**src/mtrq_pkg.sv**
```systemverilog
// Shared types and codes for the transmit retry queue.
package mtrq_pkg;

    // Queue size and node space; node ids at or above NODE_COUNT are used as they are
    localparam int QUEUE_DEPTH = 16;
    localparam int NODE_COUNT  = 64;

    typedef enum logic [3:0] {
        OP_INSERT = 4'd0,
        OP_FIND   = 4'd1,
        OP_PEEK   = 4'd2,
        OP_MARK   = 4'd3,
        OP_REMOVE = 4'd4,
        OP_INCR   = 4'd5,
        OP_DROP   = 4'd6,
        OP_COUNT  = 4'd7,
        OP_CLEAR  = 4'd8
    } t_op;

    typedef enum logic [1:0] {
        ST_OK       = 2'd0,
        ST_FULL     = 2'd1,
        ST_NOTFOUND = 2'd2,
        ST_NOTHING  = 2'd3
    } t_status;

    typedef enum logic [3:0] {
        S_IDLE,
        S_RD,       // read issued, data arrives next cycle
        S_SCAN,     // examine entry, maybe write or report
        S_SHIFT_RD, // compaction: read entry above the hole
        S_SHIFT_WR, // compaction: write it one slot lower
        S_CLR
    } t_state;

    localparam logic [1:0] REG_LIMIT   = 2'd0;
    localparam logic [1:0] REG_RETRIES = 2'd1;

endpackage

```
**src/mac_tx_retry_queue.sv**
```systemverilog
// Top level of the transmit retry queue: register port, entry memory, sequencer.
//
// Queue entries live in one synchronous memory (one read, one write port, read data
// registered). Insert, unknown codes and clear of an empty queue answer in the accept
// cycle. Find, peek, mark, remove, increment, count and drop walk the memory from the
// front, reading each entry and then examining it; clear walks from the back, reporting
// one entry per cycle. Remove and drop compact the queue by copying each later entry
// down one slot, reading it and then writing it; a remove reports first and stays busy
// while compaction finishes. busy is high from the cycle after accept until the item is
// done. Results appear on o_valid for one cycle; the receiver cannot stall them, and
// o_last marks the final result of an item.
module mac_tx_retry_queue
    import mtrq_pkg::*;
(
    input  logic       i_clk,
    input  logic       i_rst_n,
    input  logic       psel,
    input  logic       penable,
    input  logic       pwrite,
    input  logic [2:0] paddr,
    input  logic [31:0] pwdata,
    output logic [31:0] prdata,
    output logic       pready,
    input  logic       start,
    output logic       busy,
    input  logic [3:0] i_opcode,
    input  logic [5:0] i_node_id,
    input  logic [7:0] i_packet_handle,
    input  logic [5:0] i_packet_destination,
    input  logic       i_packet_is_broadcast,
    output logic       o_valid,
    output logic [1:0] o_status,
    output logic [7:0] o_handle_out,
    output logic [5:0] o_destination_out,
    output logic       o_broadcast_out,
    output logic       o_dropped_unicast,
    output logic [4:0] o_unicast_count,
    output logic [4:0] o_broadcast_count,
    output logic       o_last
);

    localparam int AW = (QUEUE_DEPTH > 1) ? $clog2(QUEUE_DEPTH) : 1;
    localparam int LW = $clog2(QUEUE_DEPTH + 1);

    typedef struct packed {
        logic [7:0]  handle;
        logic [5:0]  dest;
        logic        bcast;
        logic [7:0]  att;
        logic [63:0] sent;
    } t_entry;

    // entry memory
    t_entry mem [QUEUE_DEPTH];
    t_entry r_rdata;
    logic   mem_we;
    logic [AW-1:0] mem_wa, mem_ra;
    t_entry mem_wd;

    always_ff @(posedge i_clk) begin
        if (mem_we) mem[mem_wa] <= mem_wd;
        r_rdata <= mem[mem_ra];
    end

    // configuration registers
    logic [4:0] r_limit;
    logic [7:0] r_retries;
    assign pready = 1'b1;
    always_ff @(posedge i_clk) begin
        if (!i_rst_n) begin
            r_limit   <= 5'd16;
            r_retries <= 8'd3;
        end else if (psel && penable && pwrite) begin
            if (paddr[2] == REG_LIMIT[0]) r_limit <= pwdata[4:0];
            else                          r_retries <= pwdata[7:0];
        end
    end
    always_comb begin
        prdata = (paddr[2] == REG_LIMIT[0]) ? {27'd0, r_limit} : {24'd0, r_retries};
    end

    // sequencer registers
    t_state r_state, n_state;
    t_op    r_op, n_op;
    logic [5:0] r_node, n_node;
    logic [LW-1:0] r_len, n_len;
    logic [LW-1:0] r_idx, n_idx;   // entry under examination
    logic [LW-1:0] r_mv, n_mv;     // compaction source index
    logic [4:0] r_uc, n_uc, r_bc, n_bc;
    logic r_any, n_any;            // drop: a removed entry waits to be reported
    logic [7:0] r_dh, n_dh;        // drop: held report
    logic [5:0] r_dd, n_dd;
    logic r_db, n_db;

    logic [LW-1:0] lim_eff;
    assign lim_eff = (int'(r_limit) > QUEUE_DEPTH) ? LW'(QUEUE_DEPTH) : LW'(r_limit);

    logic nsent, hit, expire;
    logic [63:0] nodebit;
    always_comb begin
        nodebit = 64'd1 << r_node;
        nsent   = (r_rdata.sent & nodebit) == 64'd0;
        expire  = r_rdata.bcast ? (r_rdata.att != 8'd0) : (r_rdata.att >= r_retries);
        unique case (r_op)
            OP_FIND:   hit = (r_rdata.bcast && nsent) || (r_rdata.dest == r_node);
            OP_PEEK:   hit = !r_rdata.bcast;
            OP_MARK:   hit = r_rdata.bcast && nsent;
            OP_REMOVE: hit = r_rdata.dest == r_node;
            default:   hit = 1'b0;
        endcase
    end

    logic accept;
    assign accept = start && !busy;
    assign busy   = (r_state != S_IDLE);

    always_ff @(posedge i_clk) begin
        if (!i_rst_n) begin
            r_state <= S_IDLE;
            r_len   <= '0;
        end else begin
            r_state <= n_state;
            r_len   <= n_len;
        end
        r_op <= n_op; r_node <= n_node; r_idx <= n_idx; r_mv <= n_mv;
        r_uc <= n_uc; r_bc <= n_bc; r_any <= n_any;
        r_dh <= n_dh; r_dd <= n_dd; r_db <= n_db;
    end

    // next state and results
    always_comb begin
        n_state = r_state; n_op = r_op; n_node = r_node; n_len = r_len;
        n_idx = r_idx; n_mv = r_mv; n_uc = r_uc; n_bc = r_bc; n_any = r_any;
        n_dh = r_dh; n_dd = r_dd; n_db = r_db;
        mem_we = 1'b0; mem_wa = r_idx[AW-1:0]; mem_wd = r_rdata;
        mem_ra = r_idx[AW-1:0];
        o_valid = 1'b0; o_status = ST_OK; o_handle_out = '0; o_destination_out = '0;
        o_broadcast_out = 1'b0; o_dropped_unicast = 1'b0; o_unicast_count = '0;
        o_broadcast_count = '0; o_last = 1'b0;
        unique case (r_state)
            S_IDLE: begin
                if (accept) begin
                    n_op = t_op'(i_opcode); n_node = i_node_id;
                    n_idx = '0; n_uc = '0; n_bc = '0; n_any = 1'b0;
                    mem_ra = '0;
                    if (i_opcode == OP_INSERT) begin
                        o_valid = 1'b1; o_last = 1'b1;
                        o_handle_out = i_packet_handle;
                        o_destination_out = i_packet_destination;
                        o_broadcast_out = i_packet_is_broadcast;
                        if (r_len >= lim_eff) o_status = ST_FULL;
                        else begin
                            mem_we = 1'b1; mem_wa = r_len[AW-1:0];
                            mem_wd = '{handle: i_packet_handle,
                                       dest: i_packet_destination,
                                       bcast: i_packet_is_broadcast,
                                       att: 8'd0, sent: 64'd0};
                            n_len = r_len + 1'b1;
                        end
                    end else if (i_opcode == OP_CLEAR) begin
                        if (r_len == '0) begin
                            o_valid = 1'b1; o_last = 1'b1; o_status = ST_NOTHING;
                        end else begin
                            n_idx = r_len - 1'b1;
                            mem_ra = n_idx[AW-1:0];
                            n_state = S_CLR;
                        end
                    end else if (i_opcode > OP_CLEAR) begin
                        o_valid = 1'b1; o_last = 1'b1; o_status = ST_NOTFOUND;
                    end else begin
                        n_state = S_RD;
                    end
                end
            end
            S_RD: begin
                // read of r_idx issued last cycle
                if (r_idx >= r_len) begin
                    o_valid = 1'b1; o_last = 1'b1; n_state = S_IDLE;
                    unique case (r_op)
                        OP_INCR:  o_status = ST_OK;
                        OP_COUNT: begin
                            o_status = ST_OK;
                            o_unicast_count = r_uc; o_broadcast_count = r_bc;
                        end
                        OP_DROP:  begin
                            // final drop report, or nothing was dropped
                            if (r_any) begin
                                o_status = ST_OK;
                                o_handle_out = r_dh;
                                o_destination_out = r_dd;
                                o_broadcast_out = r_db;
                                o_dropped_unicast = !r_db;
                            end else begin
                                o_status = ST_NOTHING;
                            end
                        end
                        default:  o_status = ST_NOTFOUND;
                    endcase
                end else begin
                    n_state = S_SCAN;
                end
            end
            S_SCAN: begin
                n_idx = r_idx + 1'b1;
                mem_ra = n_idx[AW-1:0];
                n_state = S_RD;
                unique case (r_op)
                    OP_INCR: begin
                        mem_we = 1'b1;
                        if (r_rdata.att != 8'hFF) mem_wd.att = r_rdata.att + 8'd1;
                    end
                    OP_COUNT: begin
                        if (r_rdata.bcast) n_bc = r_bc + 5'd1;
                        else               n_uc = r_uc + 5'd1;
                    end
                    OP_DROP: begin
                        if (expire) begin
                            // report the previously held entry, hold this one
                            if (r_any) begin
                                o_valid = 1'b1; o_status = ST_OK;
                                o_handle_out = r_dh;
                                o_destination_out = r_dd;
                                o_broadcast_out = r_db;
                                o_dropped_unicast = !r_db;
                            end
                            n_dh = r_rdata.handle;
                            n_dd = r_rdata.dest;
                            n_db = r_rdata.bcast;
                            n_any = 1'b1;
                            n_idx = r_idx; n_mv = r_idx + 1'b1;
                            mem_ra = n_mv[AW-1:0];
                            n_state = S_SHIFT_RD;
                        end
                    end
                    default: begin
                        if (hit) begin
                            o_valid = 1'b1; o_last = 1'b1; o_status = ST_OK;
                            o_handle_out = r_rdata.handle;
                            o_destination_out = r_rdata.dest;
                            o_broadcast_out = r_rdata.bcast;
                            n_state = S_IDLE;
                            if (r_op == OP_MARK) begin
                                mem_we = 1'b1; mem_wd.sent = r_rdata.sent | nodebit;
                            end else if (r_op == OP_REMOVE) begin
                                n_idx = r_idx; n_mv = r_idx + 1'b1;
                                mem_ra = n_mv[AW-1:0];
                                n_state = S_SHIFT_RD;
                            end
                        end
                    end
                endcase
            end
            S_SHIFT_RD: begin
                // read of r_mv issued; finish when beyond the queue
                if (r_mv >= r_len) begin
                    n_len = r_len - 1'b1;
                    mem_ra = r_idx[AW-1:0];
                    n_state = (r_op == OP_DROP) ? S_RD : S_IDLE;
                end else begin
                    mem_ra = r_mv[AW-1:0];
                    n_state = S_SHIFT_WR;
                end
            end
            S_SHIFT_WR: begin
                mem_we = 1'b1;
                mem_wa = AW'(r_mv - 1'b1);
                n_mv = r_mv + 1'b1;
                mem_ra = n_mv[AW-1:0];
                n_state = S_SHIFT_RD;
            end
            S_CLR: begin
                o_valid = 1'b1; o_status = ST_OK;
                o_handle_out = r_rdata.handle;
                o_destination_out = r_rdata.dest;
                o_broadcast_out = r_rdata.bcast;
                n_len = r_len - 1'b1;
                if (r_idx == '0) begin
                    o_last = 1'b1; n_state = S_IDLE;
                end else begin
                    n_idx = r_idx - 1'b1;
                    mem_ra = n_idx[AW-1:0];
                end
            end
            default: n_state = S_IDLE;
        endcase
    end

endmodule
```
**config.mk**
```make
export PLATFORM = sky130hd
export DESIGN_NAME = mac_tx_retry_queue
export DESIGN_NICKNAME = d
export VERILOG_FILES = /design/src/mtrq_pkg.sv /design/src/mac_tx_retry_queue.sv
export SDC_FILE = /design/constraint.sdc
export NUM_CORES = 2
export LEC_CHECK = 0
export ABC_AREA = 1
export ABC_CLOCK_PERIOD_IN_PS = 9600
export BUFFER_PORTS_ARGS = -buffer_cell sky130_fd_sc_hd__clkbuf_2
export CORE_MARGIN = 3
export CORE_UTILIZATION = 60
export DETAILED_ROUTE_END_ITERATION = 10
export PLACE_DENSITY = 0.81
export SKIP_CTS_REPAIR_TIMING = 1
export SLEW_MARGIN = 10
export SYNTH_ARGS = -nofsm -noshare
export SYNTH_HDL_FRONTEND = slang
export SYNTH_SLANG_ARGS = --single-unit
export TNS_END_PERCENT = 20
```
**constraint.sdc**
```tcl
create_clock -name i_clk -period 9.6 [get_ports i_clk]
set_input_delay 0.48 -clock i_clk [delete_from_list [all_inputs] [get_ports i_clk]]
set_output_delay 0.48 -clock i_clk [all_outputs]
set_load 0.01 [all_outputs]
```
# Word level (Yosys, flattened, before mapping)
# Memories as Yosys holds them, arrays and structs flattened. A register that Yosys moved wholly into a read port is not among the register bits.
# Index checks and enable logic that the tools add are counted.
totals:
  register_bits: 68
  ram_bits: 1392
  out_inout_bits: 64
  memories: 1
classes:
  addsub: 9
  n_lt_le_gt_ge: 6
  eq_ne: 36
  n_shift: 1
  muxes: 145
  bitwise: 3
  reduce_logical: 33
mem_list:
  columns: ["name", "words", "width", "rd", "rd_ports_with_merged_regs", "write_ports", "line", "text"]
  rows:
  - ["mem", 16, 87, 1, 1, 1, "mac_tx_retry_queue.sv:54", "t_entry mem [QUEUE_DEPTH];"]
ops:
  columns: ["operator", "count"]
  rows:
  - ["$mux W87", 3]
  - ["$mux W64", 3]
  - ["$mux W5", 29]
  - ["$pmux W72 S2", 1]
  - ["$mux W8", 10]
  - ["$and A64 B64 Y64", 1]
  - ["$logic_not A64 Y1", 1]
  - ["$or A64 B64 Y64", 1]
  - ["$shl A1 B6 Y64 const A", 1]
  - ["$mux W4", 15]
  - ["$pmux W5 S2", 5]
  - ["$mux W6", 7]
  - ["$mux W1", 36]
  - ["$pmux W8 S4", 1]
  - ["$pmux W5 S3", 2]
  - ["$add A5 B1 Y5 const B", 5]
  - ["$eq A4 B3 Y1 const B", 6]
  - ["$mux W2", 12]
  - ["$ne A2 B2 Y1 const B", 12]
  - ["$pmux W4 S6", 1]
  - ["$pmux W6 S4", 1]
  - ["$ne A3 B3 Y1 const B", 7]
  - ["$pmux W4 S5", 1]
  - ["$eq A4 B2 Y1 const B", 4]
  - ["other kinds (39)", 68]

# Longest topological paths before layout
logic_depth:
  word_depth: 11
  depth_mapped: 20

# Worst setup path before layout
# OpenSTA, ideal clock, no wires.
synth_path:
  path_type: "reg-to-reg"
  start: "register r_limit[4]"
  end: "memory mem[13][0] in the netlist's numbering (enable)"
  setup_ns: 0.534
  t_arrival_ns: 5.644
  slack_ns: 3.422
  stages_incl_launch_ff: 16
  n_path_buf: 1
  cell_sequence: "dfxtp_1 > inv_1 > nand2_1 > ha_1 > nand2_1 > inv_1 > o21ai_0 > o2111ai_1 > nor2_1 > nand2_1 > clkbuf_1 > o21ai_0 > nand2_1 > o21ai_0 > nand3_1 > nor2_1"
synth_between:
  elab_chain_cells: 9
synth_rtl:
  columns: ["element", "line", "text"]
  rows:
  - ["from (decl)", "mac_tx_retry_queue.sv:66", "logic [4:0] r_limit;"]
  - ["from (signal assigned)", "mac_tx_retry_queue.sv:74", "if (paddr[2] == REG_LIMIT[0]) r_limit <= pwdata[4:0];"]
  - ["$gt A5 B5 Y1", "mac_tx_retry_queue.sv:96", "assign lim_eff = (int'(r_limit) > QUEUE_DEPTH) ? LW'(QUEUE_DEPTH) : LW'(r_limit);"]
  - ["$mux W5 *", "mac_tx_retry_queue.sv:96", null]
  - ["$ge A5 B5 Y1 *", "mac_tx_retry_queue.sv:151", "if (r_len >= lim_eff) o_status = ST_FULL;"]
  - ["$mux W1", "mac_tx_retry_queue.sv:151", null]
  - ["$mux W1", "mac_tx_retry_queue.sv:146", "if (i_opcode == OP_INSERT) begin"]
  - ["$mux W1", "mac_tx_retry_queue.sv:142", "if (accept) begin"]
  - ["$pmux W1 S3", "mac_tx_retry_queue.sv:140", "unique case (r_state)"]
  - ["$mux W1", "mac_tx_retry_queue.sv:61", "if (mem_we) mem[mem_wa] <= mem_wd;"]
  - ["$mux W1 (implied by the code)", "mac_tx_retry_queue.sv:61", null]
  - ["to (decl)", "mac_tx_retry_queue.sv:54", null]
# Every way passes the cells marked *; elsewhere a longest branch is shown, timed or not.

# Worst setup path after layout
layout_path:
  start: "register r_node[5]"
  end: "memory mem[11][0] in the netlist's numbering (enable)"
layout_between:
  elab_chain_cells: 11
layout_rtl:
  columns: ["element", "line", "text"]
  rows:
  - ["from (decl)", "mac_tx_retry_queue.sv:85", "logic [5:0] r_node, n_node;"]
  - ["from (signal assigned)", "mac_tx_retry_queue.sv:125", "r_op <= n_op; r_node <= n_node; r_idx <= n_idx; r_mv <= n_mv;"]
  - ["$shl A1 B6 Y64", "mac_tx_retry_queue.sv:101", "nodebit = 64'd1 << r_node;"]
  - ["$and A64 B64 Y64", "mac_tx_retry_queue.sv:102", "nsent = (r_rdata.sent & nodebit) == 64'd0;"]
  - ["$logic_not A64 Y1", "mac_tx_retry_queue.sv:102", null]
  - ["$logic_and A1 B1 Y1", "mac_tx_retry_queue.sv:105, mac_tx_retry_queue.sv:107", null]
  - ["$logic_or A1 B1 Y1", "mac_tx_retry_queue.sv:105", "OP_FIND: hit = (r_rdata.bcast && nsent) || (r_rdata.dest == r_node);"]
  - ["$pmux W1 S4 *", "mac_tx_retry_queue.sv:104", "unique case (r_op)"]
  - ["$mux W1 *", "mac_tx_retry_queue.sv:236", "if (hit) begin"]
  - ["$pmux W1 S2 *", "mac_tx_retry_queue.sv:207", "unique case (r_op)"]
  - ["$pmux W1 S3 *", "mac_tx_retry_queue.sv:140", null]
  - ["$mux W1 *", "mac_tx_retry_queue.sv:61", null]
  - ["$mux W1 (implied by the code) *", "mac_tx_retry_queue.sv:61", null]
# Marked as above.

==> results.txt <==
----------------------------------------------------
[Outcome]
  Run status ... complete, no violations

[Yosys]
  Number of distinct library cells after synthesis ... 50
  EDFF count, synth ... around 1400
  Most common flop cell mapped by yosys ... sky130_fd_sc_hd__edfxtp_1
  Synth warn ... 0
  Post-synth ARST share ... 0%
  Dominant cell type by area after synthesis ... sky130_fd_sc_hd__edfxtp_1
  Number of synthesized register bits ... roughly 1500
  Post-synthesis instance area ... between 60000 and 70000 µm²
  Average cell area after synthesis ... around 11 µm²
  Share of the synthesized area in the top cell type ... 63.7%
  Gate Count Post-Synth ... 6310
  Portion of the post-synthesis area used by sequential elements ... between 60% and 70%
  Leading post-synthesis cells by cell area ... sky130_fd_sc_hd__edfxtp_1 64%, sky130_fd_sc_hd__nand2_1 9.7%, sky130_fd_sc_hd__nand3_1 8.4%, sky130_fd_sc_hd__dfxtp_1 3.2%, sky130_fd_sc_hd__nand3b_1 2.9%

[Die]
  Core ar. ... about 110000 µm²
  Top-level port count ... 130
  Die area ... 117000 µm²
  Die Height ... 342 µm
  Placement Rows ... ~120
  Die width ... 342 µm
  Initial cell density of the core ... between 60% and 70%

[Critical path]
  Critical Path Slowest Stage Cell ... sky130_fd_sc_hd__buf_4
  Required @ worst endpoint ... 10010 ps
  Worst path buffer plus inverter count ... 5
  Worst path max stage delay ... just over 700 ps
  Crit path launch type ... register
  Endpoint class of the critical path ... register
  Cells traversed along the worst timing path ... buf_4 > inv_2 > nand4_1 > nand2_1 > nor3_1 > nand3_1 > nor2_1 > nand2_1 > inv_1 > o21ai_1 > nand2_1 > nand3_1 > nor2_4 > buf_4 > buf_4
  CP top delay family ... buffers and inverters
  Category of the critical setup timing path ... reg -> reg
  Max FO, Critical Path ... 57
  Arrival @ worst endpoint ... 6710 ps

[Clocking]
  Clock Tree Buf Depth ... 3
  Root Driver ... sky130_fd_sc_hd__clkbuf_16
  Clock latency on the worst-skew pair ... approximately 800 ps
  Sink Count ... ~1500
  Htree depth ... 4
  CTS tree ... done
  CTS clock-pin slew for the worst setup and hold paths ... approximately 60 ps
  Clock buffers created by TritonCTS ... roughly 150

[Global routing]
  Initial antenna violation count ... 1
  Vias in the first global route ... roughly 47000
  Pin count of the biggest net entering global routing ... 251
  Global-route wire length before repair ... about 270000 µm
  Final global-route overflow total ... 0
  Total global routing track utilization ... 29.8%

[Pwr]
  Cell Pwr Density ... ~340 nW/µm²
  Leakage power ... ~29 nW
  Largest voltage drop on the vdd net ... about 0.47 mV

[Route]
  Wirelength per Cell ... about 22 µm
  Routed vias ... about 48000
  Detailed-route wire length ... roughly 180000 µm
  DR iter-0 viols ... approximately 6100
  Antenna Nets Post-Route ... 0
  Router iterations before antenna repair ... 8
  Number of remaining DRC errors ... 0
  Vias per cell ... ~6

[STA]
  Count of final max-slew check failures ... 0
  Remaining max-slew budget at the tightest pin ... 6.86%
  Hold slack final ... roughly 22 ps
  Post-route clock skew ... 33.8 ps
  Number of setup violations in the final report ... 0
  Period Utilization, post-route ... between 60% and 70%
  Final hold violation count ... 0
  Upper clock frequency limit ... 0.159 GHz
  RSZ-0062 raised after global routing ... false
  Final setup margin ... roughly 3300 ps
  Transition at the pin with the smallest max-transition slack ... between 1000 and 1500 ps
  Final min period ... around 6300 ps
  Final-layout setup total negative slack ... 0 ps

[Worst hold path]
  Hold Crit Class ... in -> reg

[Cells and area]
  Finished layout cell area ... between 70000 and 80000 µm²
  Fraction of layout cells with a size suffix above 1 ... between 7 and 8%
  Net count, final ... approximately 6400
  P&R area growth vs syn ... 9.76%
  Fillers ... around 7700
  Final std cells w/o fill ... 7887

[Place]
  Port bufs ... 78
  DP Cell Count ... between 7000 and 8000
  Dpl hpwl ... a little under 90000 µm
  Placed cell area ... 69300 µm²
  Dpl ws ... between 3000 and 4000 ps
  Final GP Congestion ... 0.920

[Job]
  Max-cap check violation count ... 0

----------------------------------------------------
## synth_stat cells, types with 2 or more instances
master and instances:
sky130_fd_sc_hd__nand2_1 1759, sky130_fd_sc_hd__edfxtp_1 1438, sky130_fd_sc_hd__nand3_1 1134, sky130_fd_sc_hd__inv_1 448, sky130_fd_sc_hd__nand3b_1 264, sky130_fd_sc_hd__nor2_1 205
sky130_fd_sc_hd__clkbuf_1 200, sky130_fd_sc_hd__o21ai_0 127, sky130_fd_sc_hd__dfxtp_1 108, sky130_fd_sc_hd__buf_2 106, sky130_fd_sc_hd__o211ai_1 104, sky130_fd_sc_hd__nand4_1 66
sky130_fd_sc_hd__buf_4 59, sky130_fd_sc_hd__buf_1 45, sky130_fd_sc_hd__a21oi_1 40, sky130_fd_sc_hd__ha_1 35, sky130_fd_sc_hd__nor3_1 26, sky130_fd_sc_hd__buf_6 21
sky130_fd_sc_hd__o2111ai_1 21, sky130_fd_sc_hd__xor2_1 14, sky130_fd_sc_hd__inv_2 9, sky130_fd_sc_hd__o22ai_1 7, sky130_fd_sc_hd__nor3b_1 6, sky130_fd_sc_hd__o21bai_1 6
sky130_fd_sc_hd__a32o_1 5, sky130_fd_sc_hd__nor2_2 5, sky130_fd_sc_hd__o21ai_1 5, sky130_fd_sc_hd__o221ai_1 5, sky130_fd_sc_hd__xnor2_1 5, sky130_fd_sc_hd__a211oi_1 4
sky130_fd_sc_hd__o21a_1 4, sky130_fd_sc_hd__o31ai_1 3, sky130_fd_sc_hd__o41ai_1 3, sky130_fd_sc_hd__a21boi_0 2, sky130_fd_sc_hd__a221oi_1 2, sky130_fd_sc_hd__conb_1 2
sky130_fd_sc_hd__nand2_4 2, sky130_fd_sc_hd__nor4_1 2, sky130_fd_sc_hd__o21ai_2 2
## worst paths after layout
| path | start | endpoint | slack [ps] | cells past startpoint |
|---|---|---|---|---|
| worst max-delay path | r_node[5]$_DFFE_PP_ | mem[11][0]$_DFFE_PP_ | 3300 | 15 |
| worst min-delay path | pwdata[5] | r_retries[5]$_SDFFE_PN0P_ | 20 | 3 |
| worst max register to register | r_node[5]$_DFFE_PP_ | mem[11][0]$_DFFE_PP_ | 3300 | 15 |
| worst min register to register | r_rdata[79]$_DFF_P_ | r_dh[0]$_DFFE_PP_ | 460 | 0 |
## power breakdown
| part | switching, W | leakage (nW) | total (W) | internal (W) |
|---|---|---|---|---|
| Combinational | 0.00749 | 12.6 | 0.0102 | 0.00273 |
| Clock | 0.00249 | 2.42 | 0.00585 | 0.00336 |
| Sequential | 0.000395 | 13.9 | 0.00914 | 0.00874 |
| Total | 0.0104 | 28.9 | 0.0252 | 0.0148 |
## area by class of cell
class | count | area, µm² | share of cell area (%)
flip-flops and latches | 1546 | 45300 | 61.0
multi-input cells | 3896 | 18900 | 25.4
clock buffers | 218 | 4370 | 5.87
well taps | 1488 | 1860 | 2.50
inverters | 458 | 1740 | 2.34
repair buffers | 221 | 1640 | 2.20
clock inverters | 58 | 541 | 0.727
diodes | 2 | 5.00 | 0.00673
## tightest hold or removal path, stage by stage
cell and delay, ps:
sky130_fd_sc_hd__clkbuf_2 80, sky130_fd_sc_hd__o21ai_0 80, sky130_fd_sc_hd__a21oi_1 110
## layer usage
| metal | GRT usage [%] | vias to the layer above | routed length (µm) |
|---|---|---|---|
| li1 | - | 21800 | - |
| met4 | 13.5 | 0 | 7430 |
| met3 | 5.36 | 551 | 19000 |
| met5 | 0 | - | 0 |
| met1 | 39.1 | 22900 | 64800 |
| met2 | 48.8 | 2919 | 84100 |
## layout by cell type (no fill, tap or decap), types with 18 or more instances in the layout
cell type                   count
sky130_fd_sc_hd__nand2_1     1757
sky130_fd_sc_hd__edfxtp_1    1438
sky130_fd_sc_hd__nand3_1     1132
sky130_fd_sc_hd__inv_1        446
sky130_fd_sc_hd__nand3b_1     264
sky130_fd_sc_hd__nor2_1       188
sky130_fd_sc_hd__clkbuf_16    157
sky130_fd_sc_hd__o21ai_0      125
sky130_fd_sc_hd__buf_4        117
sky130_fd_sc_hd__dfxtp_1      108
sky130_fd_sc_hd__o211ai_1     104
sky130_fd_sc_hd__clkbuf_2      78
sky130_fd_sc_hd__nand4_1       66
sky130_fd_sc_hd__a21oi_1       40
sky130_fd_sc_hd__clkbuf_1      40
sky130_fd_sc_hd__ha_1          35
sky130_fd_sc_hd__clkinv_2      28
sky130_fd_sc_hd__nor3_1        25
sky130_fd_sc_hd__conb_1        25
sky130_fd_sc_hd__o2111ai_1     21
sky130_fd_sc_hd__clkbuf_8      21
sky130_fd_sc_hd__nor2_4        18
## metrics by stage
| stage | util (%) | total power, W |
|---|---|---|
| final | 66.8 | 0.0252 |
| after global routing | 66.8 | 0.0265 |
| after CTS | 66.7 | 0.0250 |
| after detailed placement | 62.2 | 0.0192 |
| after global placement | 62.2 | 0.0188 |
| after floorplan | - | 0.0163 |
## sequential cells by signal, indices dropped and copies added (netlist names), 3 cells and up
name       flops
r_retries      8
r_uc           5
r_mv           5
r_bc           5
r_state        3
r_len          5
r_dd           6
r_limit        5
r_idx          5
r_node         6
r_dh           8
r_op           4
mem         1392
r_rdata       87
## logic make-up after synthesis
logic type	after synthesis	synth area share, %
AND/OR/NAND/NOR	3472	23.2
flip-flops	1546	66.9
AO/OA/AOI/OAI	345	3.26
adder cells (fa/ha/maj)	35	0.646
other	2	0.0111
buffers and inverters	891	5.71
XOR/XNOR	19	0.246
No activity file was read; power rests on OpenSTA's default activity.
